File: src/tws_pkg.sv
`timescale 1ns / 1ps
// Package for the three-wire 9-bit SPI frame master.
// Holds the job and result types and the queue and sequencer constants.
package tws_pkg;

   // Operation codes follow the encoding of the mode field.
   typedef enum logic [1:0] {
      OP_CMD   = 2'd0,
      OP_DATA  = 2'd1,
      OP_REGWR = 2'd2,
      OP_READ  = 2'd3
   } op_type;

   // One classified transaction waiting for the back end.
   typedef struct packed {
      op_type     op;
      logic [7:0] cmd_byte;
      logic [7:0] data_low;
      logic [7:0] data_high;
      logic       read_valid;
      logic [7:0] read_byte;
   } job_type;

   // One clock period on the serial side.
   typedef struct packed {
      logic       sdo;
      logic       select_release;
      logic       read_valid;
      logic [7:0] read_byte;
      logic       last;
   } result_type;

   localparam int QUEUE_DEPTH = 4;
   localparam int QPTR_W      = $clog2(QUEUE_DEPTH);
   localparam int QCNT_W      = $clog2(QUEUE_DEPTH + 1);

   localparam logic [3:0] BIT_LAST   = 4'd8;  // periods 0..8 of a frame
   localparam logic [1:0] FRAME_LAST = 2'd2;  // frames 0..2 of a register write
   localparam logic [2:0] READ_LAST  = 3'd7;  // eighth read bit

   localparam logic DC_COMMAND = 1'b0;
   localparam logic DC_DATA    = 1'b1;

endpackage

File: src/tws_front.sv
`timescale 1ns / 1ps
// Front end: accepts transactions, classifies them, and assembles read bytes.
// Depends on tws_pkg.
module tws_front (
   input  logic              clock,
   input  logic              reset,
   input  logic              req_push,
   output logic              req_full,
   input  logic [1:0]        req_mode,
   input  logic [7:0]        req_cmd_byte,
   input  logic [7:0]        req_data_low,
   input  logic [7:0]        req_data_high,
   input  logic              req_sdi_bit,
   input  logic              q_full,
   output logic              q_push,
   output tws_pkg::job_type  q_job
);
   import tws_pkg::*;

   logic [7:0] read_shift_ff, read_shift_in;
   logic [2:0] read_count_ff, read_count_in;
   logic [7:0] shifted;
   logic       is_read;
   logic       byte_done;

   assign req_full  = q_full;
   assign q_push    = req_push && !q_full;
   assign is_read   = (op_type'(req_mode) == OP_READ);
   assign shifted   = {read_shift_ff[6:0], req_sdi_bit};
   assign byte_done = (read_count_ff == READ_LAST);

   always_comb begin
      q_job.op         = op_type'(req_mode);
      q_job.cmd_byte   = req_cmd_byte;
      q_job.data_low   = req_data_low;
      q_job.data_high  = req_data_high;
      q_job.read_valid = is_read && byte_done;
      q_job.read_byte  = (is_read && byte_done) ? shifted : 8'd0;
   end

   // Writes leave a partial read byte alone.
   always_comb begin
      read_shift_in = read_shift_ff;
      read_count_in = read_count_ff;
      if (q_push && is_read) begin
         if (byte_done) begin
            read_shift_in = 8'd0;
            read_count_in = 3'd0;
         end else begin
            read_shift_in = shifted;
            read_count_in = read_count_ff + 3'd1;
         end
      end
   end

   always_ff @(posedge clock) begin
      if (reset) begin
         read_shift_ff <= 8'd0;
         read_count_ff <= 3'd0;
      end else begin
         read_shift_ff <= read_shift_in;
         read_count_ff <= read_count_in;
      end
   end

endmodule

File: src/tws_queue.sv
`timescale 1ns / 1ps
// Short job queue between the front and back ends.
// Depends on tws_pkg for the job type and depth.
module tws_queue (
   input  logic              clock,
   input  logic              reset,
   input  logic              push,
   input  tws_pkg::job_type  job_in,
   output logic              full,
   input  logic              pop,
   output tws_pkg::job_type  job_out,
   output logic              empty
);
   import tws_pkg::*;

   job_type            entry_ff [QUEUE_DEPTH];
   logic [QPTR_W-1:0]  wr_ptr_ff, wr_ptr_in;
   logic [QPTR_W-1:0]  rd_ptr_ff, rd_ptr_in;
   logic [QCNT_W-1:0]  count_ff, count_in;
   logic               do_push, do_pop;

   assign full    = (count_ff == QCNT_W'(QUEUE_DEPTH));
   assign empty   = (count_ff == '0);
   assign do_push = push && !full;
   assign do_pop  = pop && !empty;
   assign job_out = entry_ff[rd_ptr_ff];

   function automatic logic [QPTR_W-1:0] ptr_next(input logic [QPTR_W-1:0] p);
      logic [QPTR_W-1:0] n;
      if (p == QPTR_W'(QUEUE_DEPTH - 1)) begin
         n = '0;
      end else begin
         n = p + 1'b1;
      end
      return n;
   endfunction

   always_comb begin
      wr_ptr_in = do_push ? ptr_next(wr_ptr_ff) : wr_ptr_ff;
      rd_ptr_in = do_pop  ? ptr_next(rd_ptr_ff) : rd_ptr_ff;
      count_in  = count_ff;
      if (do_push && !do_pop) begin
         count_in = count_ff + 1'b1;
      end else if (do_pop && !do_push) begin
         count_in = count_ff - 1'b1;
      end
   end

   always_ff @(posedge clock) begin
      if (do_push) begin
         entry_ff[wr_ptr_ff] <= job_in;
      end
   end

   always_ff @(posedge clock) begin
      if (reset) begin
         wr_ptr_ff <= '0;
         rd_ptr_ff <= '0;
         count_ff  <= '0;
      end else begin
         wr_ptr_ff <= wr_ptr_in;
         rd_ptr_ff <= rd_ptr_in;
         count_ff  <= count_in;
      end
   end

endmodule

File: src/tws_back.sv
`timescale 1ns / 1ps
// Back end: serializes queued jobs one bit period per cycle, while results are popped, into an output register.
// Depends on tws_pkg.
module tws_back (
   input  logic              clock,
   input  logic              reset,
   input  tws_pkg::job_type  q_job,
   input  logic              q_empty,
   output logic              q_pop,
   output logic              rsp_empty,
   input  logic              rsp_pop,
   output logic              rsp_sdo,
   output logic              rsp_select_release,
   output logic              rsp_read_valid,
   output logic [7:0]        rsp_read_byte,
   output logic              rsp_last
);
   import tws_pkg::*;

   logic [3:0]  bit_ff, bit_in;
   logic [1:0]  frame_ff, frame_in;
   logic        out_valid_ff, out_valid_in;
   result_type  out_ff, out_in;
   result_type  cur;
   logic        advance;
   logic        last_frame;
   logic        frame_end;
   logic        dc;
   logic [7:0]  frame_byte;
   logic [2:0]  bit_idx;

   assign advance   = !q_empty && (!out_valid_ff || rsp_pop);
   assign bit_idx   = 3'(BIT_LAST - bit_ff);
   assign frame_end = (bit_ff == BIT_LAST);

   // Byte and data/command bit of the frame in progress.
   always_comb begin
      dc         = DC_COMMAND;
      frame_byte = q_job.cmd_byte;
      last_frame = 1'b1;
      case (q_job.op)
         OP_CMD: begin
            dc         = DC_COMMAND;
            frame_byte = q_job.cmd_byte;
         end
         OP_DATA: begin
            dc         = DC_DATA;
            frame_byte = q_job.data_low;
         end
         OP_REGWR: begin
            last_frame = (frame_ff == FRAME_LAST);
            case (frame_ff)
               2'd0: begin
                  dc         = DC_COMMAND;
                  frame_byte = q_job.cmd_byte;
               end
               2'd1: begin
                  dc         = DC_DATA;
                  frame_byte = q_job.data_low;
               end
               default: begin
                  dc         = DC_DATA;
                  frame_byte = q_job.data_high;
               end
            endcase
         end
         default: begin
            dc         = DC_COMMAND;
            frame_byte = 8'd0;
         end
      endcase
   end

   always_comb begin
      if (q_job.op == OP_READ) begin
         cur.sdo            = 1'b0;
         cur.select_release = q_job.read_valid;
         cur.read_valid     = q_job.read_valid;
         cur.read_byte      = q_job.read_byte;
         cur.last           = 1'b1;
      end else begin
         cur.sdo            = (bit_ff == 4'd0) ? dc : frame_byte[bit_idx];
         cur.select_release = last_frame && frame_end;
         cur.read_valid     = 1'b0;
         cur.read_byte      = 8'd0;
         cur.last           = last_frame && frame_end;
      end
   end

   assign q_pop = advance && cur.last;

   always_comb begin
      bit_in       = bit_ff;
      frame_in     = frame_ff;
      out_in       = out_ff;
      out_valid_in = out_valid_ff;
      if (advance) begin
         out_in       = cur;
         out_valid_in = 1'b1;
         if (cur.last) begin
            bit_in   = 4'd0;
            frame_in = 2'd0;
         end else if (frame_end) begin
            bit_in   = 4'd0;
            frame_in = frame_ff + 2'd1;
         end else begin
            bit_in = bit_ff + 4'd1;
         end
      end else if (rsp_pop) begin
         out_valid_in = 1'b0;
      end
   end

   always_ff @(posedge clock) begin
      out_ff <= out_in;
   end

   always_ff @(posedge clock) begin
      if (reset) begin
         bit_ff       <= 4'd0;
         frame_ff     <= 2'd0;
         out_valid_ff <= 1'b0;
      end else begin
         bit_ff       <= bit_in;
         frame_ff     <= frame_in;
         out_valid_ff <= out_valid_in;
      end
   end

   assign rsp_empty          = !out_valid_ff;
   assign rsp_sdo            = out_ff.sdo;
   assign rsp_select_release = out_ff.select_release;
   assign rsp_read_valid     = out_ff.read_valid;
   assign rsp_read_byte      = out_ff.read_byte;
   assign rsp_last           = out_ff.last;

endmodule

File: src/three_wire_spi_frame_master_top.sv
`timescale 1ns / 1ps
// Three-wire 9-bit SPI frame master, top level.
// Depends on tws_pkg, tws_front, tws_queue and tws_back.
//
// Each accepted transaction yields one result per serial clock period: a
// command (mode 0) or data (mode 1) frame is a dc bit and a byte, a register
// write (mode 2) is three frames, and a read bit (mode 3) is a single period;
// the eighth read bit returns the assembled byte with select_release set. The
// serializer emits one bit period per cycle while results are popped, so
// sustained throughput is set by the period count of each transaction; a
// 4-deep job queue lets new transactions be accepted while a frame is shifting
// out, and a result register holds the current period until it is popped.
module three_wire_spi_frame_master_top (
   input  logic       clock,
   input  logic       reset,
   input  logic       req_push,
   output logic       req_full,
   input  logic [1:0] req_mode,
   input  logic [7:0] req_cmd_byte,
   input  logic [7:0] req_data_low,
   input  logic [7:0] req_data_high,
   input  logic       req_sdi_bit,
   output logic       rsp_empty,
   input  logic       rsp_pop,
   output logic       rsp_sdo,
   output logic       rsp_select_release,
   output logic       rsp_read_valid,
   output logic [7:0] rsp_read_byte,
   output logic       rsp_last
);
   import tws_pkg::*;

   job_type push_job;
   job_type head_job;
   logic    q_push, q_full, q_pop, q_empty;

   tws_front u_front (
      .clock         (clock),
      .reset         (reset),
      .req_push      (req_push),
      .req_full      (req_full),
      .req_mode      (req_mode),
      .req_cmd_byte  (req_cmd_byte),
      .req_data_low  (req_data_low),
      .req_data_high (req_data_high),
      .req_sdi_bit   (req_sdi_bit),
      .q_full        (q_full),
      .q_push        (q_push),
      .q_job         (push_job)
   );

   tws_queue u_queue (
      .clock   (clock),
      .reset   (reset),
      .push    (q_push),
      .job_in  (push_job),
      .full    (q_full),
      .pop     (q_pop),
      .job_out (head_job),
      .empty   (q_empty)
   );

   tws_back u_back (
      .clock              (clock),
      .reset              (reset),
      .q_job              (head_job),
      .q_empty            (q_empty),
      .q_pop              (q_pop),
      .rsp_empty          (rsp_empty),
      .rsp_pop            (rsp_pop),
      .rsp_sdo            (rsp_sdo),
      .rsp_select_release (rsp_select_release),
      .rsp_read_valid     (rsp_read_valid),
      .rsp_read_byte      (rsp_read_byte),
      .rsp_last           (rsp_last)
   );

   // A completed read byte always closes the chip-select window.
   a_read_closes: assert property (@(posedge clock) disable iff (reset)
      (!rsp_empty && rsp_read_valid) |-> (rsp_select_release && rsp_last))
      else $error("read byte without select release");

   a_byte_zero: assert property (@(posedge clock) disable iff (reset)
      (!rsp_empty && !rsp_read_valid) |-> (rsp_read_byte == 8'd0))
      else $error("read byte nonzero without read_valid");

   a_release_last: assert property (@(posedge clock) disable iff (reset)
      (!rsp_empty && rsp_select_release) |-> rsp_last)
      else $error("chip select released before final period");

   a_reset_empty: assert property (@(posedge clock)
      reset |=> rsp_empty)
      else $error("result pending after reset");

endmodule

File: config.mk
export PLATFORM = sky130hd
export DESIGN_NAME = three_wire_spi_frame_master_top
export DESIGN_NICKNAME = d
export VERILOG_FILES = /design/src/tws_pkg.sv /design/src/tws_front.sv /design/src/tws_queue.sv /design/src/tws_back.sv /design/src/three_wire_spi_frame_master_top.sv
export SDC_FILE = /design/constraint.sdc
export NUM_CORES = 1
export LEC_CHECK = 0
export BUFFER_PORTS_ARGS = -buffer_cell sky130_fd_sc_hd__buf_2
export CAP_MARGIN = 10
export CORE_ASPECT_RATIO = 0.6
export CORE_MARGIN = 2
export CORE_UTILIZATION = 30
export DETAILED_ROUTE_END_ITERATION = 16
export REMOVE_ABC_BUFFERS = 1
export SKIP_CTS_REPAIR_TIMING = 1
export SYNTH_ARGS = -nofsm -noshare
export SYNTH_HDL_FRONTEND = slang
export SYNTH_SLANG_ARGS = --single-unit
File: constraint.sdc
create_clock -name clock -period 4 [get_ports clock]
set_input_delay 0 -clock clock [delete_from_list [all_inputs] [get_ports clock]]
set_output_delay 0 -clock clock [all_outputs]
set_load 0.02 [all_outputs]
* Word level (Yosys, flattened, before mapping)
Memory sizes are Yosys's and may differ from the RTL's. A register that Yosys moved wholly into a read port is not among the register bits. Cells that the tools add are included.
Word-level totals: bits in registers 36, bits in writable memories 140, input port bits 31, output and inout port bits 14, memories 1
Memories:
- u_queue.entry_ff | words 4, bits a word 35, rd ports 1, clocked after memory_dff 1, wr ports 1, line tws_queue.sv:16 | job_type entry_ff [QUEUE_DEPTH];
Operators by class: $add $sub $neg 8, magnitude comparators 1, equal/unequal tests 11, muxes and demuxes 26, reductions and logical operators 24
Operators by type and width (count):
- $pmux 8 s3 | 1
- $pmux 8 s2 | 1
- $eq 2x2->1 const B | 6
- $mux 2 | 6
- $mux 11 | 1
- $logic_and 1x1->1 | 10
- $mux 3 | 3
- $mux 1 | 8
- $mux 4 | 2
- $mux 8 | 1
- $mux 7 | 1
- $add 2x1->2 const B | 3
- $add 3x1->3 const B | 2
- $eq 3x3->1 const B | 2
- $reduce_bool 2->1 | 3
- $logic_not 1->1 | 5
- $add 4x1->4 const B | 1
- $eq 2x1->1 const B | 2
- $eq 4x4->1 const B | 1
- $logic_not 2->1 | 2
- $logic_not 4->1 | 1
- $lt 3x4->1 const B | 1
- $bmux 1 s3 | 1
- $logic_not 3->1 | 1
- other kinds (5) | 5

* Depth between registers and ports, before layout
Gate-level depths: netlist (run 1).
depth after elaboration 9, gate-level depth with buffers 16

* Modules after synthesis
From an unflattened synthesis (run 1), not the netlist that was laid out.
Second synthesis, totals: cell total of the unflattened synthesis 444, area total of the unflattened synthesis 7569.8 sq um
By module, submodules not included:
- tws_queue | instances 1, cells an instance 233, area each 5536.6 sq um
- tws_back | instances 1, cells an instance 126, area each 1241.2 sq um
- tws_front | instances 1, cells an instance 85, area each 792.0 sq um

* Least setup slack after synthesis (run 1)
OpenSTA, ideal clock, no wires.
kind register to register, from reg with a tool-made name, to reg u_queue.count_ff[2], library setup time 70 ps, arrival 3550 ps, slack 379 ps, stages on the path, launching flop included 17, path buffers 3, period minus slack after synthesis 3621 ps, path through dfxtp_1 buf_6 buf_6 buf_2 mux4_2 inv_1 ha_1 nor3b_1 o21bai_1 nor2_1 inv_1 ha_1 inv_1 fa_1 xor2_1 or3_1 a21oi_1
RTL lines:
- end signal, assigned | line tws_queue.sv:63 | count_ff <= count_in;
- end, declared | line tws_queue.sv:19 | logic [QCNT_W-1:0] count_ff, count_in;

==> metrics.yaml, run 1 <==
relSlewSlack_pct: 46.3
drt_iter0_drc: 290
status: "completed"
drc: 0
arrival_ns: 3.71
viasPerCell: 4.64
h-tree-depth: 4
rows: 43
multiInputGateArea_sq_mm: 0.00193
cp-end-kind: "flop"
worst_path_largest_cell_delay_ns: 0.55
vias: 3780
crit_type: "reg -> reg"
tightestPinTransition_ns: 0.805
io_buffers: 44
floorplan.initialDensity_pct: 30.8
worstHoldStart: "reset"
setup_slack_ns: 0.655
clk_latency_ns: 0.44
synth-seq-cells: 178
grt_pass1_vias: 3921
slew_viol_final: 0
path_cells: "mux4_2 > inv_1 > ha_1 > nor3b_1 > o21bai_1 > nor2_1 > inv_1 > ha_1 > inv_1 > fa_1 > xor2_1 > or3_1 > a21oi_1"
tritoncts: "done"
grt_use_total_pct: 12.2
pre_cts_ws_ns: 0.669
antenna_found_initial: 0
nFillCells: 2147
dieArea_sq_mm: 0.0252
synth_warnings: 0
synthArstFlopShare_pct: 0
synthDistinctLibCells: 39
clock_tree.root_cell: "clkbuf_16"
core-area_sq_mm: 0.0233
fin_crit_sh_pct: 83.6
total_power_mw: 5.17
regArea_sq_mm: 0.00509
die-height_microns: 124
hold_slack_ns: 0.0102
clkSinkCount: 178
syn_avg_cell_area_sq_um: 17.7
synth_edf_count: 152
numCtsBuffers: 17
crit_path_top_delay_cell: "mux4_2"
max-clock-path-buffers: 2
worstPathRequired_ns: 4.36
fin_setup_tns_ns: 0
path_max_fanout: 5
grt-ovfl-total: 0
clkTransAtPathRegs_ns: 0.08
min_period_ns: 3.35
cp-start-kind: "flop"
drt-total-wl_mm: 14.3
grt_pass1_wl_mm: 22.4
rsz0062_at_grt: "no"
syn_area_sq_mm: 0.00717
num_antenna_cells: 0
ys.flop_type: "edfxtp_1"
fin_skew_ns: 0.0111
netlist_instances: 406
drv_cap: 0
die_w_microns: 204
hold_violations: 0
worst_path_most_repeated_cell: "inv_1"
ys_seq_area_share_pct: 70.9
hold_class: "in -> reg"
dr.pass1.iters: 4
power_density_mw_per_mm2: 598
ir_drop_mv: 0.222
dp_hpwl_mm: 8.81
nets: 536
ant_nets: 0
place_area_sq_mm: 0.00773
synthToLayoutAreaGrowth_pct: 20.6
p_leak_nw: 2.94
final_layout_size_suffix_gt1_share_pct: 22.2
ioPinCount: 45
fmax_mhz: 299
grt_max_degree: 36
globalplace.congestion: 0.706
setup_violations: 0
fin_area_sq_mm: 0.00864
wl_per_cell_microns: 17.6
-- synth_stat cells (all sizes together) (2+ instances only) --
| cell | count | area (sq um) |
|---|---|---|
| dfxtp | 26 | 521 |
| a222oi | 2 | 20.0 |
| ha | 17 | 213 |
| nand4 | 4 | 25.0 |
| mux2i | 4 | 40.0 |
| a21oi | 22 | 110 |
| nand2 | 21 | 78.8 |
| and2 | 23 | 144 |
| a22oi | 8 | 60.1 |
| a21o | 3 | 22.5 |
| mux4 | 35 | 833 |
| o21ai | 6 | 30.0 |
| nand3b | 9 | 67.6 |
| nor2 | 14 | 52.6 |
| inv | 15 | 56.3 |
| nand3 | 2 | 10.0 |
| or3 | 2 | 12.5 |
| nor2b | 3 | 18.8 |
| nor3 | 3 | 15.0 |
| clkbuf | 10 | 37.5 |
| nor3b | 4 | 35.0 |
| buf | 7 | 62.6 |
| edfxtp | 152 | 4560 |
| and3 | 2 | 12.5 |
| xor2 | 2 | 17.5 |
-- layer usage --
| metal | part of all wire (%) | global-route usage, % | routed length (microns) |
|---|---|---|---|
| met1 | 48 | 16.4 | 6880 |
| met2 | 46 | 19.0 | 6580 |
| met3 | 5.7 | 4.11 | 817 |
| met4 | 0.27 | 3.60 | 38 |
| met5 | 0 | 0 | 0 |
-- final timing paths --
check	endpoint	slack, ns	depth (start not counted)
worst max-delay path	u_queue.count_ff[2]	0.65	13
worst min-delay path	u_queue.count_ff[1]	0.01	2
worst max register to register	u_queue.count_ff[2]	0.65	13
worst min register to register	u_front.read_shift_ff[6]	0.45	2
-- where the power goes --
part / total (mW) / internal, mW / switching [mW] / leakage [nW]
Clock: 1.68 / 0.859 / 0.825 / 0.301
Combinational: 1.10 / 0.431 / 0.667 / 1.02
Sequential: 2.39 / 2.29 / 0.0908 / 1.61
-- placed cells by master, fill, tap and decap left out, types with 2 or more instances in the layout --
cell	count
nand2_1	21
buf_4	7
clkinv_8	8
mux4_2	23
mux4_1	12
dlygate4sd3_1	28
nand3b_1	9
nor3b_1	3
nand3_1	2
edfxtp_1	152
o21ai_0	6
dfxtp_1	25
a222oi_1	2
buf_2	44
mux2i_1	4
a22oi_1	8
xor2_1	2
nand4_1	4
nor3_1	3
inv_6	5
or3_1	2
a21oi_1	22
a21o_1	3
ha_1	17
inv_1	15
clkbuf_16	17
and2_1	23
nor2b_1	3
and3_1	2
nor2_1	14
-- cell type report --
cell class                      count  share of cell area [%]
Clock buffer                       17                    4.92
Inverter                           15                   0.652
Tap cell                          315                    4.56
Clock inverter                     15                    2.33
Sequential cell                   178                    58.9
Multi-Input combinational cell    196                    22.3
Timing Repair Buffer               79                    6.40
-- through the flow --
step,instances,util (%)
2_1_floorplan,389,-
3_3_place_gp,755,33.2
3_5_place_dp,755,33.2
4_1_cts,787,35.9
5_1_grt,815,37.1
6_report,815,37.1
-- kinds of logic after synthesis --
group | synth area share (%)
flip-flops | 70.9
adder cells (fa/ha/maj) | 3.25
buffers and inverters | 2.18
AO/OA/AOI/OAI | 4.28
XOR/XNOR | 0.367
multiplexers | 12.2
AND/OR/NAND/NOR | 6.79
-- registers in the layout, indices dropped and copies added (netlist names), named ones only --
name and flops:
u_queue.rd_ptr_ff 2, u_front.read_count_ff 3, u_queue.entry_ff 140, u_queue.wr_ptr_ff 2
u_back.rsp_read_byte 8, u_back.rsp_last 1, u_front.read_shift_ff 7, u_back.out_valid_ff 1
u_back.frame_ff 2, u_back.bit_ff 4, u_back.rsp_select_release 1, u_back.rsp_sdo 1
u_back.rsp_read_valid 1, u_queue.count_ff 3
-- worst max-delay path, delay by kind of cell (launching register included) --
kind / cells / cell delay, ns
muxes: 1 / 0.55
and+or+nand+nor: 3 / 0.77
AOI/OAI and AO/OA: 2 / 0.38
buffers and inverters: 3 / 0.24
adders and majority gates: 3 / 0.76
xor gates and xnor gates: 1 / 0.17
DFF: 1 / 0.40
No activity file was read; power rests on OpenSTA's default activity.
==> inputs of run 2 (changes only) <==
clock period = 2.7 ns   (was 4 ns; I/O delays follow)
==> run 2 against run 1 <==
Net effect: global-route usage shrank 0.15 points; the flow now finishes with violations (setup timing); critical path depth is the same; sequential power increased by 47%; via count grew 2.6%; wire length up 1.8%; clock power grew 45%; cell count rose by 2.3%; total power rose by 51%; clock skew is 0.0021 ns lower; cell area up 2.6%; largest power group unchanged; hold slack improved by 0.0091 ns; sequential share of layout area shrank 1.5 points.
==> metrics.yaml, run 2 (same netlist as run 1, synthesis figures left out) <==
status: "finished, violations left"
violations: "setup timing"
clkSinkCount: 178
cp-end-kind: "flop"
setup_violations: 1
hold_violations: 0
die-height_microns: 124
final_cell_mix: "edfxtp_1 (152), buf_2 (44), dlygate4sd3_1 (28)"
clock_tree.root_cell: "clkbuf_16"
h-tree-depth: 4
grt_pass1_wl_mm: 22.2
total_power_mw: 7.82
num_antenna_cells: 0
instances_no_fill: 834
final_layout_size_suffix_gt1_share_pct: 27.9
synthToLayoutAreaGrowth_pct: 23.7
final_common_cell: "edfxtp_1"
max-clock-path-buffers: 2
slew_viol_final: 0
tritoncts: "done"
globalplace.congestion: 0.754
arrival_ns: 3.27
nets: 555
dr.pass1.iters: 4
core-area_sq_mm: 0.0233
path_max_fanout: 3
grt_pass1_vias: 3887
grt-ovfl-total: 0
largest_reg_flops: 140
clkTransAtPathRegs_ns: 0.07
fin_area_sq_mm: 0.00887
io_buffers: 44
grt_max_degree: 36
dp_hpwl_mm: 9.16
drv_cap: 0
rows: 43
ioPinCount: 45
hold_class: "in -> reg"
vias: 3877
antenna_found_initial: 0
p_leak_nw: 3.04
relSlewSlack_pct: 48.1
crit_type: "reg -> reg"
setup_slack_ns: -0.209
ant_nets: 0
place_area_sq_mm: 0.00789
drt_iter0_drc: 259
dp.cells: 774
floorplan.initialDensity_pct: 30.8
fin_crit_sh_pct: 108
power_density_mw_per_mm2: 882
drt-total-wl_mm: 14.6
worstPathRequired_ns: 3.06
clk_latency_ns: 0.43
dieArea_sq_mm: 0.0252
grt_use_total_pct: 12.1
viasPerCell: 4.65
numCtsBuffers: 17
min_period_ns: 2.91
wl_per_cell_microns: 17.5
rsz0062_at_grt: "yes"
die_w_microns: 204
cp-start-kind: "flop"
fmax_mhz: 344
regMostFlops: "u_queue.entry_ff"
ir_drop_mv: 0.467
pre_cts_ws_ns: -0.331
fin_skew_ns: 0.00894
drc: 0
tightestPinTransition_ns: 0.777
==> run 2: path summary, 6_finish.rpt <==
path                                                from                  endpoint  slack, ns  cells past startpoint
worst max-delay path                                flop       u_queue.count_ff[2]      -0.21                     13
worst min-delay path                               reset       u_queue.count_ff[0]       0.02                      2
worst max register to register                      flop       u_queue.count_ff[2]      -0.21                     13
worst min register to register  u_front.read_shift_ff[6]  u_front.read_shift_ff[6]       0.46                      2
==> run 2: area by class of cell <==
class                      count  area (sq um)
clock buffer                  17           425
clock inverter                15           183
fill                        2145         14400
inverter                      15          56.3
multi-input combinational    196          2000
sequential                   178          5090
tap                          315           394
timing repair buffer          98           716
==> run 2: power by group <==
part           total [mW]  switching (mW)  leakage [nW]  internal (mW)
Clock                2.44            1.18         0.295           1.26
Combinational        1.86            1.07          1.13          0.788
Sequential           3.52           0.119          1.61           3.40
Total                7.82            2.37          3.04           5.45
==> run 2: worst max-delay path: stages (launching register included) <==
cell and delay, ns:
dfxtp_4 0.37, mux4_2 0.55, inv_2 0.11, ha_4 0.14
nor3b_4 0.19, o21bai_4 0.17, nor2_2 0.06, inv_1 0.07
ha_2 0.17, inv_2 0.04, fa_2 0.32, xor2_1 0.15
or3_1 0.39, a21oi_2 0.12
==> run 2: through the flow <==
step           util [%]  setup TNS (ns)  hold WS, ns
4_1_cts            36.5          -0.419       -0.240
2_1_floorplan         -          -12.04       0.0691
6_report           38.1          -0.209       0.0193
5_1_grt            38.1          -0.431       0.0378
3_5_place_dp       33.9          -0.379        0.220
3_3_place_gp       33.9          -0.252        0.211
==> run 2: per-layer routing <==
metal	GRT usage, %	part of all wire, %	vias up
met5	0	0	-
met4	4.38	1.1	0
met3	3.43	4.2	13
met2	18.6	46	84
met1	16.4	49	1983
li1	-	-	1797
